<file path="config.mk">
export PLATFORM = sky130hd
export DESIGN_NAME = rem_front
export DESIGN_NICKNAME = d
export VERILOG_FILES = /design/src/design/rem_pkg.sv /design/src/design/rem_front.sv
export SDC_FILE = /design/constraint.sdc
export NUM_CORES = 1
export LEC_CHECK = 0
export ABC_AREA = 0
export BUFFER_PORTS_ARGS = -buffer_cell sky130_fd_sc_hd__buf_2
export CAP_MARGIN = 40
export CORE_UTILIZATION = 52
export DETAILED_ROUTE_END_ITERATION = 10
export HOLD_SLACK_MARGIN = 0.06
export PLACE_DENSITY = 0.81
export SYNTH_ARGS = -nofsm -noshare
export SYNTH_HDL_FRONTEND = slang
export SYNTH_SLANG_ARGS = --single-unit
</file>
<file path="constraint.sdc">
create_clock -name clk -period 2.7 [get_ports clk]
set_input_delay 0.81 -clock clk [delete_from_list [all_inputs] [get_ports clk]]
set_output_delay 0.81 -clock clk [all_outputs]
set_load 0.1 [all_outputs]
</file>
<file path="src/design/rem_pkg.sv">
// Shared types, codes and sizes for the relational event feature engine.
package rem_pkg;

    localparam int ACTORS    = 64;
    localparam int ACT_BITS  = 6;
    localparam int PAIR_BITS = 2 * ACT_BITS;
    localparam int TIME_W    = 32;
    localparam int CNT_W     = 32;
    localparam int FEN_W     = 4;

    localparam logic [2:0] KIND_DYAD   = 3'd0;
    localparam logic [2:0] KIND_TRANS  = 3'd1;
    localparam logic [2:0] KIND_CYCLIC = 3'd2;
    localparam logic [2:0] KIND_SBAL   = 3'd3;
    localparam logic [2:0] KIND_RBAL   = 3'd4;

    localparam logic [1:0] FAM_TRANS  = 2'd0;
    localparam logic [1:0] FAM_CYCLIC = 2'd1;
    localparam logic [1:0] FAM_SBAL   = 2'd2;
    localparam logic [1:0] FAM_RBAL   = 2'd3;

    localparam logic [2:0] FAM_KIND [4] = '{KIND_TRANS, KIND_CYCLIC, KIND_SBAL, KIND_RBAL};

    localparam logic [FEN_W-1:0] FEN_RESET = 4'hF;

    typedef struct packed {
        logic [ACT_BITS-1:0] sender;
        logic [ACT_BITS-1:0] receiver;
        logic [TIME_W-1:0]   event_time;
    } event_t;

    typedef struct packed {
        logic [2:0]        kind;
        logic [CNT_W-1:0]  sender_degree;
        logic [CNT_W-1:0]  receiver_degree;
        logic [CNT_W-1:0]  pair_count;
        logic [TIME_W-1:0] newest_age;
        logic [TIME_W-1:0] oldest_age;
        logic              age_valid;
        logic              last_of_event;
    } result_t;

    typedef struct packed {
        logic   empty;
        event_t item;
    } cmd_t;

    typedef enum logic [3:0] {
        ST_IDLE,
        ST_RD0,
        ST_RD1,
        ST_RD2,
        ST_RD3,
        ST_DYAD,
        ST_SCAN,
        ST_DRAIN,
        ST_EMIT,
        ST_UPD
    } state_t;

endpackage

</file>
<file path="src/design/rem_front.sv">
// Front end: accepts event items into a two-entry command queue.
module rem_front (
    input  logic           clk,
    input  logic           rst_n,
    input  logic           push,
    output logic           full,
    input  rem_pkg::event_t event_item,
    output rem_pkg::cmd_t  cmd,
    input  logic           cmd_pop
);

    rem_pkg::event_t q_reg [2];
    logic       wr_ptr_reg, wr_ptr_next;
    logic       rd_ptr_reg, rd_ptr_next;
    logic [1:0] cnt_reg, cnt_next;
    logic       do_push, do_pop;

    assign full    = (cnt_reg == 2'd2);
    assign do_push = push && !full;
    assign do_pop  = cmd_pop && (cnt_reg != 2'd0);

    // Advance pointers and fill count
    always_comb
    begin
        wr_ptr_next = wr_ptr_reg ^ do_push;
        rd_ptr_next = rd_ptr_reg ^ do_pop;
        cnt_next    = cnt_reg + {1'b0, do_push} - {1'b0, do_pop};
    end

    always_ff @(posedge clk or negedge rst_n)
    begin
        if (!rst_n)
        begin
            wr_ptr_reg <= 1'b0;
            rd_ptr_reg <= 1'b0;
            cnt_reg    <= 2'd0;
        end
        else
        begin
            wr_ptr_reg <= wr_ptr_next;
            rd_ptr_reg <= rd_ptr_next;
            cnt_reg    <= cnt_next;
        end
    end

    // Store the accepted item
    always_ff @(posedge clk)
    begin
        if (do_push)
        begin
            q_reg[wr_ptr_reg] <= event_item;
        end
    end

    assign cmd.empty = (cnt_reg == 2'd0);
    assign cmd.item  = q_reg[rd_ptr_reg];

endmodule

</file>
=== Word-level counts from Yosys, hierarchy flattened ===
Memory sizes are Yosys's and may differ from the RTL's.
Index checks and enable logic that the tools add are counted.

* Add/subtract/negate cells: 2
* Multipliers: 0
* Div/mod/pow operators: 0
* $lt $le $gt $ge: 0
* Equality and inequality tests: 1
* Shift-type cells: 0
* Muxes and demuxes: 2
* Bitwise operators: 2
* Reductions and logical operators: 5

{| class="wikitable"
|+ Operators by type and width
! operator !! count
|-
| $add 2x1->2 || 1
|-
| $eq 2x2->1 const B || 1
|-
| $logic_and 1x1->1 || 2
|-
| $logic_not 2->1 || 1
|-
| $mux 1 || 2
|-
| $reduce_bool 2->1 || 1
|-
| $sub 2x1->2 || 1
|-
| $xor 1x1->1 || 2
|-
| $logic_not 1->1 || 1
|}

* Register bits after elaboration: 4
* Latch bits: 0
* Memory bits (writable): 88
* Bits in read-only memories: 0
* Input bits: 48
* Output and inout port bits: 46
* Word-level logic and storage cells: 16
* Memories kept: 1

{| class="wikitable"
|+ Memory list
! name !! words !! bits a word !! read ports !! clocked after memory_dff !! write ports !! RTL line !! text
|-
| q_reg || 2 || 44 || 1 || 0 || 1 || rem_front.sv:12 || <nowiki>rem_pkg::event_t q_reg [2];</nowiki>
|}

=== Longest topological paths before layout ===
Gate-level depths: netlist (run 1).

* Depth in word-level cells: 5
* Depth in mapped cells: 7
* Mapped depth without buffers: 7

=== Worst setup path before layout (run 1) ===
OpenSTA, ideal clock, no wires.

* Path type: register to output
* Start: reg cnt_reg[1]
* End: out cmd[44] (netlist bit)
* Arrival: 1.669 ns
* Setup slack: 0.221 ns
* Stages on the path, launching flop included: 2
* Path through: dfrtp_1 > nor2_1

{| class="wikitable"
|+ RTL lines
! element !! RTL line !! text
|-
| from (decl) || rem_front.sv:15 || <nowiki>logic [1:0] cnt_reg, cnt_next;</nowiki>
|-
| from (signal assigned) || rem_front.sv:42 || <nowiki>cnt_reg <= cnt_next;</nowiki>
|-
| to (decl) || rem_front.sv:8 || <nowiki>output rem_pkg::cmd_t cmd,</nowiki>
|}

==> flow_summary_export.csv, run 1 <==
group,metric,value,unit
outcome,status,"finished clean",
route,first_pass_iters,4,
timing,max_freq,406,MHz
route,drc,0,
timing,rsz0062_at_grt,"no",
finish,syn_to_final_growth,20.9,%
worst_setup_path,path_cells,"buf_4 > mux2_4 > buf_2",
floorplan,io_pins,94,
timing,finalCritPeriodShare,91.3,%
cts,cts.sinks,92,
worst_setup_path,crit_type,"flip-flop to output pin",
worst_setup_path,worstPathRequired,1890,ps
timing,finalHoldViolations,0,
synth,yosysTopAreaCell,"edfxtp_1",
cts,cts_root_buffer,"clkbuf_8",
synth,seq_area_frac_synth,76.3,%
min_path,hold_path.class,"primary input to asynchronous set/reset pin",
global_route,grt_pass1_vias,1827,
floorplan,initial_core_util,55.3,%
route,drtIter0Drc,73,
cts,ctsHoldBuffers,0,
worst_setup_path,endpoint_kind,"output pin",
place,place_congestion,0.688,
synth,yosys_warnings,0,
synth,synth_top_area_share,73.5,%
timing,worstMarginPinSlew,511,ps
timing,finClkSkew,5.50,ps
timing,fin_setup_tns,0,ps
route,route.vias.total,1739,
worst_setup_path,cp_slowest_stage_delay,420,ps
cts,cts.htree.levels,3,
place,dp_hpwl,3750,µm
global_route,grt_start_max_net_pins,35,
finish,drive_gt1_share,59.2,%
route,ant_nets,0,
global_route,grt_antenna_before_repair,0,
floorplan,die_w,85.1,µm
synth,syn_inst,157,
cts,numCtsBuffers,9,
finish,final_net_count,312,
global_route,gr-total-overflow,0,
worst_setup_path,cpMaxStageDelayCell,"buf_2",
flow_run,drv_cap,0,
worst_setup_path,cp.arrival,1650,ps
timing,hold_ws,258,ps
route,drt-total-wl,5500,µm
cts,clk_pin_slew_worst_paths,80,ps
floorplan,die_area,7250,µm²
floorplan,fp.coreArea,6490,µm²
route,via_per_inst,5.08,
synth,synth-seq-cells,92,
finish,largest_reg_flops,88,
finish,insertedDiodeCount,0,
synth,ys_types,15,
timing,slew_viol_final,0,
timing,finalCriticalPeriod,2460,ps
synth,synth.area.top_cells,"edfxtp_1 74%, mux2_4 16%, dfrtp_1 2.8%, buf_12 2.2%, mux2_2 1.6%",
cts,insertion_delay,340,ps
synth,syn_avg_cell_area,22.9,µm²
synth,syn_area,3590,µm²
cts,cts_buffer_depth,2,
cts,cts_tree,"built",
synth,synth_fp_nets,209,
global_route,grt_pass1_wl,8440,µm
global_route,grt.total_usage,16.2,%
cts,postCtsSetupRepairBufs,0,
cts,cts_resized,0,
worst_setup_path,cp_num_buf_inv,2,
timing,slew_headroom,66.2,%
worst_setup_path,cp_max_fo,15,
worst_setup_path,start_kind,"flip-flop",
floorplan,dieHeight,85.1,µm
timing,finalSetupViolCount,0,
route,wl_per_cell,16.1,µm
place,io_buffers,93,
worst_setup_path,cpLargestDelayFamily,"buffers and inverters",
floorplan,rows,29,
layout make-up:
cell class	count	area, µm²
clock buffer	11	131
tap	77	96.3
inverter	4	15.0
timing repair buffer	97	533
clock inverter	5	76.3
multi-input combinational	56	751
sequential	92	2740
fill	424	2150
worst reg2reg max path, stage by stage (launching register included):
cell	delay (ps)
dfrtp_1	400
nand2b_1	150
and2_1	160
ha_2	420
buf_12	270
per-layer routing:
| layer | GRT usage, % | up-vias | routed length, µm |
|---|---|---|---|
| met2 | 27.9 | 71 | 2810 |
| met4 | 9.71 | 0 | 157 |
| met5 | 0 | - | 0 |
| li1 | - | 821 | - |
| met3 | 4.77 | 15 | 348 |
| met1 | 17.7 | 832 | 2180 |
cells in the mapped netlist:
cell / instances
buf_6: 1
dfrtp_1: 4
nand2_1: 1
xnor2_1: 2
and2_1: 1
nor2_1: 1
buf_12: 4
nand2b_1: 1
inv_1: 4
edfxtp_1: 88
mux2_4: 39
ha_1: 4
mux2_2: 5
xor2_1: 1
o21a_1: 1
cell families after synthesis:
logic type      Yosys count  share of synthesized area (%)
compound gates            1                          0.209
buf+inv                   9                           2.96
simple gates              4                          0.557
xor+xnor                  3                          0.731
mux                      44                           17.9
flops                    92                           76.3
fa+ha+maj                 4                           1.39
final timing paths:
check,start,to,slack [ps],cells past startpoint
max in group asynchronous,rst_n,rd_ptr_reg,2300,1
worst max-delay path,rd_ptr_reg,cmd[17],240,3
worst min-delay path,rst_n,wr_ptr_reg,260,1
worst min register to register,cnt_reg[1],cnt_reg[1],540,1
worst max register to register,cnt_reg[0],q_reg[1][21],990,4
min in group clk,cnt_reg[1],cnt_reg[1],540,1
cells in the final DEF (no fill, tap or decap):
master,n
and2_1,1
clkbuf_8,9
clkinv_1,1
mux2_4,39
bufinv_16,2
clkbuf_1,2
xor2_1,1
inv_1,4
clkinvlp_4,1
nand2_1,1
ha_2,2
xnor2_1,2
buf_4,1
dfrtp_2,1
o21a_1,1
clkinv_2,1
ha_1,2
buf_2,93
nand2b_1,1
dfrtp_1,3
edfxtp_1,88
nor2_1,1
mux2_2,5
buf_12,3
metrics by stage:
stage               setup slack, ps  cell area, µm²  instances  utilization, %
finish                          235            4350        342            66.9
global route                    151            4350        342            66.9
CTS                             197            4350        342            66.9
detailed placement              588            4140        326            63.7
global placement                597            4140        326            63.7
floorplan                       221            3590        157               -
Power of run 1 is left out: the tool's default activity adds up to more than one toggle a clock period on the data nets, which glitch-free logic cannot reach.
==> run 2, diff against run 1 <==
--- a/config.mk
+++ b/config.mk
@@ -8,10 +8,10 @@
 export ABC_AREA = 0
 export BUFFER_PORTS_ARGS = -buffer_cell sky130_fd_sc_hd__buf_2
 export CAP_MARGIN = 40
-export CORE_UTILIZATION = 52
+export CORE_UTILIZATION = 56
 export DETAILED_ROUTE_END_ITERATION = 10
 export HOLD_SLACK_MARGIN = 0.06
-export PLACE_DENSITY = 0.81
+export PLACE_DENSITY = 0.86
 export SYNTH_ARGS = -nofsm -noshare
 export SYNTH_HDL_FRONTEND = slang
 export SYNTH_SLANG_ARGS = --single-unit
==> constraint.sdc (replaced) <==
create_clock -name clk -period 2.9 [get_ports clk]
set_input_delay 0.87 -clock clk [delete_from_list [all_inputs] [get_ports clk]]
set_output_delay 0.87 -clock clk [all_outputs]
set_load 0.1 [all_outputs]
==> flow_summary_export.csv, run 2 (same netlist as run 1, synthesis figures left out) <==
group,metric,value,unit
outcome,status,"finished clean",
place,place_congestion,0.683,
floorplan,die_area,6740,µm²
floorplan,dieHeight,82.1,µm
floorplan,io_pins,94,
global_route,grt.total_usage,16.9,%
worst_setup_path,endpoint_kind,"output pin",
finish,stdcell_count,340,
cts,cts_root_buffer,"clkbuf_8",
route,top_layer_used,"met4",
finish,drive_gt1_share,59.2,%
cts,postCtsSetupRepairBufs,0,
cts,clk_pin_slew_worst_paths,70,ps
timing,fin_setup_tns,0,ps
finish,most-common-layout-cells,"93 x buf_2, 88 x edfxtp_1, 39 x mux2_4",
timing,worstMarginPinSlew,500,ps
finish,final_core_util,70.3,%
finish,final_common_cell,"buf_2",
route,first_pass_iters,5,
worst_setup_path,cp.arrival,1730,ps
route,route.vias.total,1696,
cts,cts_tree,"built",
place,io_buffers,93,
cts,ctsHoldBuffers,0,
timing,finClkSkew,4.47,ps
worst_setup_path,worstPathRequired,2030,ps
timing,slew_viol_final,0,
timing,finalHoldViolations,0,
cts,cts.sinks,92,
timing,finalCritPeriodShare,89.7,%
worst_setup_path,cp_max_fo,23,
place,dp.cells,326,
route,drc,0,
finish,insertedDiodeCount,0,
global_route,grt_antenna_before_repair,0,
floorplan,initial_core_util,59.3,%
flow_run,drv_cap,0,
floorplan,rows,28,
global_route,grt_start_max_net_pins,29,
timing,slew_headroom,66.9,%
timing,finalCriticalPeriod,2600,ps
cts,insertion_delay,330,ps
route,drtIter0Drc,107,
route,via_per_inst,4.99,
route,ant_nets,0,
finish,largest_reg_flops,88,
cts,cts.htree.levels,3,
floorplan,fp.coreArea,6060,µm²
finish,syn_to_final_growth,18.6,%
worst_setup_path,crit_type,"flip-flop to output pin",
global_route,grt_pass1_wl,7840,µm
timing,max_freq,385,MHz
route,wl_per_cell,15.9,µm
global_route,grt_pass1_vias,1613,
global_route,gr-total-overflow,0,
timing,finalSetupViolCount,0,
finish,final_net_count,314,
worst_setup_path,start_kind,"flip-flop",
route,route.met2.wl,2780,µm
timing,rsz0062_at_grt,"no",
cts,cts_resized,0,
cts,cts_buffer_depth,2,
route,met1_length,2240,µm
route,routed-wl-met3,283,µm
floorplan,die_w,82.1,µm
min_path,hold_path.class,"primary input to asynchronous set/reset pin",
place,dp_hpwl,3780,µm
cts,numCtsBuffers,9,
route,drt-total-wl,5400,µm
==> run 2: cell count changes in the layout (fill, tap and decap cells not counted), sizes merged <==
cell,previous run,this run
buf,97,99
bufinv,2,0
==> run 2: layout make-up <==
cell class	instances	area (µm²)
Timing Repair Buffer	99	510
Clock inverter	3	16.3
Tap cell	75	93.8
Multi-Input combinational cell	56	751
Inverter	4	15.0
Sequential cell	92	2740
Clock buffer	11	131
Fill cell	393	1800
==> run 2: routing by layer <==
layer	vias to the layer above	global-route usage, %
met2	58	27.5
met3	9	3.63
met4	0	10.0
li1	814	-
met5	-	0
met1	815	21.0
==> run 2: final timing paths <==
check	from	end	slack, ps	cells after the start
hold / removal	rst_n	cnt_reg[0]	320	1
min in group clk	cnt_reg[0]	cnt_reg[0]	570	1
hold reg to reg	cnt_reg[0]	cnt_reg[0]	570	1
max in group asynchronous	rst_n	rd_ptr_reg	2450	1
setup reg to reg	cnt_reg[1]	q_reg[1][3]	1250	4
setup / recovery	rd_ptr_reg	cmd[41]	300	3
==> run 2: worst max-delay path, stage by stage, from the launching register on <==
cell,delay (ps)
dfrtp_2,360
buf_4,350
mux2_2,380
buf_2,290
==> run 2: stage by stage <==
step	instance area, µm²	hold slack (ps)	setup WS (ps)
2_1_floorplan	3590	488	361
3_3_place_gp	4110	516	658
3_5_place_dp	4110	561	642
4_1_cts	4260	306	260
5_1_grt	4260	310	220
6_report	4260	323	300
Power of run 2 is left out for the same reason.
